==> config.mk <==
export PLATFORM = sky130hd
export DESIGN_NAME = four_level_page_walker_unit
export DESIGN_NICKNAME = d
export VERILOG_FILES = /design/src/rtl/pwu_pkg.sv /design/src/rtl/pwu_step.sv /design/src/rtl/pwu_out_stage.sv /design/src/rtl/four_level_page_walker_unit.sv
export SDC_FILE = /design/constraint.sdc
export NUM_CORES = 1
export LEC_CHECK = 0
export BUFFER_PORTS_ARGS = -buffer_cell sky130_fd_sc_hd__buf_4
export CAP_MARGIN = 0
export CELL_PAD_IN_SITES_DETAIL_PLACEMENT = 1
export CELL_PAD_IN_SITES_GLOBAL_PLACEMENT = 2
export CORE_ASPECT_RATIO = 0.8
export CORE_UTILIZATION = 35
export CTS_CLUSTER_DIAMETER = 40
export DETAILED_ROUTE_END_ITERATION = 7
export PLACE_DENSITY_LB_ADDON = 0.1
export SETUP_SLACK_MARGIN = 0.15
export SLEW_MARGIN = 20
export SYNTH_ARGS = -nofsm -noshare
export SYNTH_HDL_FRONTEND = slang
export SYNTH_SLANG_ARGS = --single-unit
export TNS_END_PERCENT = 10
==> constraint.sdc <==
create_clock -name clk -period 3.82 [get_ports clk]
set_input_delay 0.573 -clock clk [delete_from_list [all_inputs] [get_ports clk]]
set_output_delay 0.573 -clock clk [all_outputs]
set_load 0.01 [all_outputs]
==> src/rtl/pwu_pkg.sv <==
`default_nettype none
package pwu_pkg;

    localparam int VA_W    = 48;
    localparam int PA_W    = 52;
    localparam int ENTRY_W = 64;

    localparam logic CMD_START = 1'b0;
    localparam logic CMD_ENTRY = 1'b1;

    localparam logic [1:0] KIND_REQ   = 2'd0;
    localparam logic [1:0] KIND_DONE  = 2'd1;
    localparam logic [1:0] KIND_FAULT = 2'd2;

    localparam logic [1:0] LEVEL_TOP  = 2'd0;
    localparam logic [1:0] LEVEL_1G   = 2'd1;
    localparam logic [1:0] LEVEL_2M   = 2'd2;
    localparam logic [1:0] LEVEL_LEAF = 2'd3;

    localparam int PRESENT_BIT = 0;
    localparam int LARGE_BIT   = 7;

    typedef struct packed {
        logic               command;
        logic [VA_W-1:0]    virt_addr;
        logic [ENTRY_W-1:0] entry_data;
    } pwu_req_t;

    typedef struct packed {
        logic [1:0]      kind;
        logic [PA_W-1:0] address;
        logic [1:0]      level;
    } pwu_res_t;

    typedef struct packed {
        logic            busy;
        logic [1:0]      walk_level;
        logic [VA_W-1:0] held_vaddr;
    } pwu_walk_t;

endpackage
`default_nettype wire

==> src/rtl/pwu_step.sv <==
`default_nettype none
module pwu_step
(
    input  wire pwu_pkg::pwu_req_t      item,
    input  wire pwu_pkg::pwu_walk_t     walk,
    input  wire [pwu_pkg::PA_W-1:0]     table_root,
    output pwu_pkg::pwu_walk_t          walk_next,
    output pwu_pkg::pwu_res_t           result,
    output logic                        has_result
);

    logic [pwu_pkg::ENTRY_W-1:0] ent;
    logic [pwu_pkg::VA_W-1:0]    va;
    logic [1:0]                  lvl_up;
    logic [8:0]                  idx_up;
    logic                        present;
    logic                        page_size;

    assign ent       = item.entry_data;
    assign va        = walk.held_vaddr;
    assign lvl_up    = walk.walk_level + 2'd1;
    assign present   = ent[pwu_pkg::PRESENT_BIT];
    assign page_size = ent[pwu_pkg::LARGE_BIT];

    // table index for the level about to be requested
    always_comb
    begin
        unique case (lvl_up)
            pwu_pkg::LEVEL_1G:   idx_up = va[38:30];
            pwu_pkg::LEVEL_2M:   idx_up = va[29:21];
            pwu_pkg::LEVEL_LEAF: idx_up = va[20:12];
            default:             idx_up = va[47:39];
        endcase
    end

    always_comb
    begin
        walk_next      = walk;
        has_result     = 1'b0;
        result.kind    = pwu_pkg::KIND_REQ;
        result.address = '0;
        result.level   = walk.walk_level;
        if (item.command == pwu_pkg::CMD_START)
        begin
            walk_next.busy       = 1'b1;
            walk_next.walk_level = pwu_pkg::LEVEL_TOP;
            walk_next.held_vaddr = item.virt_addr;
            has_result           = 1'b1;
            result.address       = {table_root[51:12], item.virt_addr[47:39], 3'b000};
            result.level         = pwu_pkg::LEVEL_TOP;
        end
        else if (walk.busy)
        begin
            has_result = 1'b1;
            if (!present)
            begin
                walk_next.busy = 1'b0;
                result.kind    = pwu_pkg::KIND_FAULT;
            end
            else if (walk.walk_level == pwu_pkg::LEVEL_1G && page_size)
            begin
                walk_next.busy = 1'b0;
                result.kind    = pwu_pkg::KIND_DONE;
                result.address = {ent[51:30], va[29:0]};
            end
            else if (walk.walk_level == pwu_pkg::LEVEL_2M && page_size)
            begin
                walk_next.busy = 1'b0;
                result.kind    = pwu_pkg::KIND_DONE;
                result.address = {ent[51:21], va[20:0]};
            end
            else if (walk.walk_level == pwu_pkg::LEVEL_LEAF)
            begin
                walk_next.busy = 1'b0;
                result.kind    = pwu_pkg::KIND_DONE;
                result.address = {ent[51:12], va[11:0]};
            end
            else
            begin
                walk_next.walk_level = lvl_up;
                result.address       = {ent[51:12], idx_up, 3'b000};
                result.level         = lvl_up;
            end
        end
    end

endmodule
`default_nettype wire

==> src/rtl/pwu_out_stage.sv <==
`default_nettype none
module pwu_out_stage
(
    input  wire                      clk,
    input  wire                      rst_n,
    input  wire                      load,
    input  wire pwu_pkg::pwu_res_t   load_data,
    output logic                     space,
    output logic                     res_valid,
    input  wire                      res_ready,
    output pwu_pkg::pwu_res_t        res
);

    logic              valid_reg;
    logic              valid_next;
    pwu_pkg::pwu_res_t data_reg;

    assign space      = !valid_reg || res_ready;
    assign valid_next = load || (valid_reg && !res_ready);

    always_ff @(posedge clk or negedge rst_n)
    begin
        if (!rst_n)
        begin
            valid_reg <= 1'b0;
        end
        else
        begin
            valid_reg <= valid_next;
        end
    end

    always_ff @(posedge clk)
    begin
        if (load)
        begin
            data_reg <= load_data;
        end
    end

    assign res_valid = valid_reg;
    assign res       = data_reg;

endmodule
`default_nettype wire

==> src/rtl/four_level_page_walker_unit.sv <==
`default_nettype none
// four-level page-table walker. a start request (command 0) latches the virtual
// address and returns a read request for the top-level entry under table_root;
// each entry request (command 1) returns the next read request, a done result
// with the physical address (1 GiB, 2 MiB or 4 KiB page) or a not-present fault.
// an entry request while no walk is open gives no result; a start abandons any
// open walk. one request is taken per cycle while none is held off: it passes
// through an input register, one level of walk logic, and an output register,
// which holds its result until it is taken. a result left waiting at the output
// holds off the next request that makes a result.
// write table_root only while idle.
module four_level_page_walker_unit
(
    input  wire                       clk,
    input  wire                       rst_n,
    input  wire                       table_root_we,
    input  wire [pwu_pkg::PA_W-1:0]   table_root_wdata,
    input  wire                       req_valid,
    output logic                      req_ready,
    input  wire pwu_pkg::pwu_req_t    req,
    output logic                      res_valid,
    input  wire                       res_ready,
    output pwu_pkg::pwu_res_t         res
);

    logic [pwu_pkg::PA_W-1:0] table_root_reg;
    logic                     item_valid_reg;
    pwu_pkg::pwu_req_t        item_reg;
    pwu_pkg::pwu_walk_t       walk_reg;
    pwu_pkg::pwu_walk_t       walk_next;
    pwu_pkg::pwu_res_t        step_res;
    logic                     step_has_res;
    logic                     out_space;
    logic                     advance;
    logic                     item_valid_next;

    assign advance         = item_valid_reg && (!step_has_res || out_space);
    assign req_ready       = !item_valid_reg || advance;
    assign item_valid_next = (req_valid && req_ready) || (item_valid_reg && !advance);

    always_ff @(posedge clk or negedge rst_n)
    begin
        if (!rst_n)
        begin
            table_root_reg <= '0;
            item_valid_reg <= 1'b0;
            walk_reg       <= '0;
        end
        else
        begin
            if (table_root_we)
            begin
                table_root_reg <= table_root_wdata;
            end
            item_valid_reg <= item_valid_next;
            if (advance)
            begin
                walk_reg <= walk_next;
            end
        end
    end

    // request holding register
    always_ff @(posedge clk)
    begin
        if (req_valid && req_ready)
        begin
            item_reg <= req;
        end
    end

    pwu_step u_step
    (
        .item       (item_reg),
        .walk       (walk_reg),
        .table_root (table_root_reg),
        .walk_next  (walk_next),
        .result     (step_res),
        .has_result (step_has_res)
    );

    pwu_out_stage u_out
    (
        .clk       (clk),
        .rst_n     (rst_n),
        .load      (advance && step_has_res),
        .load_data (step_res),
        .space     (out_space),
        .res_valid (res_valid),
        .res_ready (res_ready),
        .res       (res)
    );

endmodule
`default_nettype wire

==> implementation parameters <==
Parameter                              Value

Run status
  Outcome ... complete, no violations

Setup path
  Crit path arrival time ... 2.93 ns
  Launching point of the worst reg2reg path ... item_reg[112]
  Cell depth of the worst flop-to-flop path ... 4
  Data required time of the worst path ... 3.96 ns
  Type of destination of the critical path ... flop
  Worst reg2reg path endpoint ... item_reg[29]
  Register-to-register setup slack ... 1.03 ns
  Kind of launch point of the worst setup path ... flop
  Startpoint-to-endpoint class of the critical path ... flop to flop
  Max FO, Critical Path ... 58

Die
  Standard cell core area ... 0.0252 mm²
  DIE AREA ... 0.0263 mm²
  Horizontal die dimension ... 181 µm
  Num ports ... 228
  Overall die height ... 145 µm
  Number of rows created at floorplan ... 52
  Initial core utilization ... 0.356

Cells and area
  Number of antenna repair diodes ... 0
  Share of cells above drive strength 1 ... 0.378
  Max reg flops ... 91
  Number of non-filler instances in the completed layout ... 1,162
  # fillers ... 2,560
  Area growth syn-to-layout ... 32.5%
  Total number of nets in the final design ... 982

Placement
  Port-buffer cells ... 193
  Placed Cells incl. Taps ... 1,099
  Weighted congestion at the end of routability-driven global placement ... 0.775
  Half-perimeter wire length after detailed placement ... 15,100 µm
  Worst setup timing slack at the placement stage ... 1.03 ns

Yosys
  Sequential fraction of the synthesis area ... 0.726
  Post-synth EDFFs ... 147
  Average footprint of a synthesized cell ... 14.5 µm²
  Yosys warning count ... 0
  Prevailing post-synth register cell ... sky130_fd_sc_hd__edfxtp_1
  Synthesis-stage register bit count ... 231
  Post-Syn Area ... 0.00898 mm²
  Number of distinct standard cells referenced by the synthesized netlist ... 42
  Syn Inst Count ... 617
  Mapped Nets ... 787
  Async SR Flop Fraction ... 0.364

Pwr
  Peak supply drop ... 0.371 mV
  Power per cell area ... 655 mW/mm²
  Total leakage power ... 4.89 nW
  Total power of the final layout ... 7.79 mW

Min path
  Path class of the lowest-slack min-delay path ... input port to asynchronous set/reset pin

Route
  Average wire per standard cell ... 20.1 µm
  Final wirelength ... 23,300 µm
  Number of DRC markers in iteration 0 ... 388
  Number of optimization iterations in the first detailed-route pass ... 5
  Routed via count ... 5,745
  Residual DRC ... 0
  Via density per instance ... 4.94
  Remaining number of nets flagged by the antenna check after routing ... 0

Clock tree
  Insertion delay to the later sink of the worst-skew pair ... 0.49 ns
  Hold_buf cts ... 0
  Number of buffers added for setup after CTS ... 0
  Clock tree from TritonCTS ... yes
  Maximum buffer depth of the clock tree ... 3
  H-tree depth ... 2
  Clock input transition at the sequential cells of the worst setup and hold paths ... 0.05 ns
  Root Buffer ... sky130_fd_sc_hd__clkbuf_16
  TritonCTS Sinks ... 231
  Number of gates resized after cts ... 0
  Number of buffers created by CTS ... 35

Global route
  First-pass GRT wire length ... 36,900 µm
  Largest net degree at the start of global routing ... 81
  Global route total overflow ... 0
  Global-route usage over all layers ... 0.183
  Via count of the first global-routing pass ... 6,471
  Number of antenna violations at the first check in global routing ... 0

STA
  Smallest hold slack ... 0.203 ns
  Final Hold Fails ... 0
  Setup violation total in the final timing report ... 0
  Final cycle utilization of the critical path ... 0.730
  Peak clock frequency supported by timing ... 359 MHz
  Clock skew ... 0.0157 ns
  Worst Tran Pin Value ... 0.978 ns
  Setup repair after global routing missed its margin ... no
  Rel. slew slack ... 0.348
  Summed negative setup slack over all endpoints ... 0 ns
  Number of pins with negative max-slew slack in the final report ... 0
  Minimum period implied by the final worst setup slack ... 2.79 ns
  Worst setup margin ... 1.03 ns

Flow run
  Max Cap Viol ... 0
## placed cells by master, fill, tap and decap left out, drive strengths merged
master    count
a211o         1
a21boi        1
a21oi         2
a22oi         1
a32o          1
and2         15
and3          2
and3b         1
buf         199
bufinv        3
clkbuf       41
clkinv       11
clkinvlp      5
dfrtp        84
edfxtp      147
inv          44
mux2         39
mux2i         9
nand2        46
nand2b       13
nand3        33
nand3b        2
nand4         9
nor2         10
nor2b         2
nor3          1
nor3b         1
o2111ai       1
o21a          1
o21ai        64
o221ai        9
o22ai        18
o32ai         9
o41ai        10
or2           1
or3b          1
xor2          1
## cell usage after synthesis, types with 2 or more instances
cell type	count	share of area
sky130_fd_sc_hd__dfrtp_1	84	0.23
sky130_fd_sc_hd__clkbuf_2	2	0.0011
sky130_fd_sc_hd__mux2_1	4	0.0050
sky130_fd_sc_hd__inv_1	41	0.017
sky130_fd_sc_hd__nor2_1	10	0.0042
sky130_fd_sc_hd__and2_1	15	0.010
sky130_fd_sc_hd__buf_4	3	0.0025
sky130_fd_sc_hd__nand3b_1	2	0.0017
sky130_fd_sc_hd__nor2b_1	2	0.0014
sky130_fd_sc_hd__mux2_2	35	0.044
sky130_fd_sc_hd__edfxtp_1	147	0.49
sky130_fd_sc_hd__o41ai_2	9	0.016
sky130_fd_sc_hd__and3_1	2	0.0014
sky130_fd_sc_hd__nand3_1	32	0.018
sky130_fd_sc_hd__nand4_1	9	0.0063
sky130_fd_sc_hd__o22ai_2	9	0.013
sky130_fd_sc_hd__o32ai_1	9	0.0088
sky130_fd_sc_hd__clkbuf_1	20	0.0084
sky130_fd_sc_hd__mux2i_1	9	0.010
sky130_fd_sc_hd__nand2b_1	13	0.0091
sky130_fd_sc_hd__o22ai_1	9	0.0063
sky130_fd_sc_hd__buf_2	15	0.0084
sky130_fd_sc_hd__o21ai_0	63	0.035
sky130_fd_sc_hd__a21oi_1	2	0.0011
sky130_fd_sc_hd__nand2_1	46	0.019
sky130_fd_sc_hd__o221ai_1	9	0.0088
## metrics by stage
| step | util | cell area (µm²) |
|---|---|---|
| after global routing | 0.471 | 11900 |
| final | 0.471 | 11900 |
| after CTS | 0.471 | 11900 |
| after global placement | 0.425 | 10700 |
| after floorplan | - | 8980 |
| after detailed placement | 0.425 | 10700 |
## worst max path at each step
stage,start,end,slack (ns),cells after the start
finish,item_reg[112],item_reg[29],1.03,4
global route,item_reg[112],item_reg[88],0.78,4
CTS,item_reg[112],item_reg[88],1.00,4
detailed placement,item_reg[112],item_reg[101],1.03,4
global placement,item_reg[112],item_reg[101],1.15,4
floorplan,walk_reg[50],item_reg[0],0.41,3
## worst max-delay path, stage by stage, from the launching register on
cell,delay (ns)
sky130_fd_sc_hd__edfxtp_1,0.98
sky130_fd_sc_hd__nand2b_1,0.24
sky130_fd_sc_hd__nand3_1,0.23
sky130_fd_sc_hd__and2_4,0.54
sky130_fd_sc_hd__buf_12,0.35
## area by class of cell
cell class                      count  area [µm²]  area share
Timing Repair Buffer              199        1520       0.128
Tap cell                          324         405      0.0341
Sequential cell                   231        6520       0.548
Multi-Input combinational cell    304        2120       0.178
Clock inverter                     22         208      0.0175
Inverter                           41         154      0.0129
Clock buffer                       41         971      0.0816
## per-layer routing
layer / vias to the layer above / share of wire / track usage
li1: 2664 / - / -
met1: 2873 / 0.47 / 0.255
met2: 180 / 0.46 / 0.288
met3: 28 / 0.058 / 0.0437
met4: 0 / 0.015 / 0.0492
met5: - / 0 / 0
## power breakdown
part	switching, mW	internal (mW)	total (mW)	leakage [nW]
sequential	0.250	3.13	3.38	2.43
combinational	0.696	0.538	1.23	1.89
clock	1.15	2.03	3.18	0.569
total	2.10	5.69	7.79	4.89
## kinds of logic after synthesis
| logic type | count (synthesis) | synth area share |
|---|---|---|
| XOR/XNOR | 1 | 0.00181 |
| buffers and inverters | 82 | 0.0388 |
| multiplexers | 48 | 0.0590 |
| flip-flops | 231 | 0.726 |
| AO/OA/AOI/OAI | 118 | 0.0965 |
| AND/OR/NAND/NOR | 137 | 0.0781 |
No activity file was read; power rests on OpenSTA's default activity.
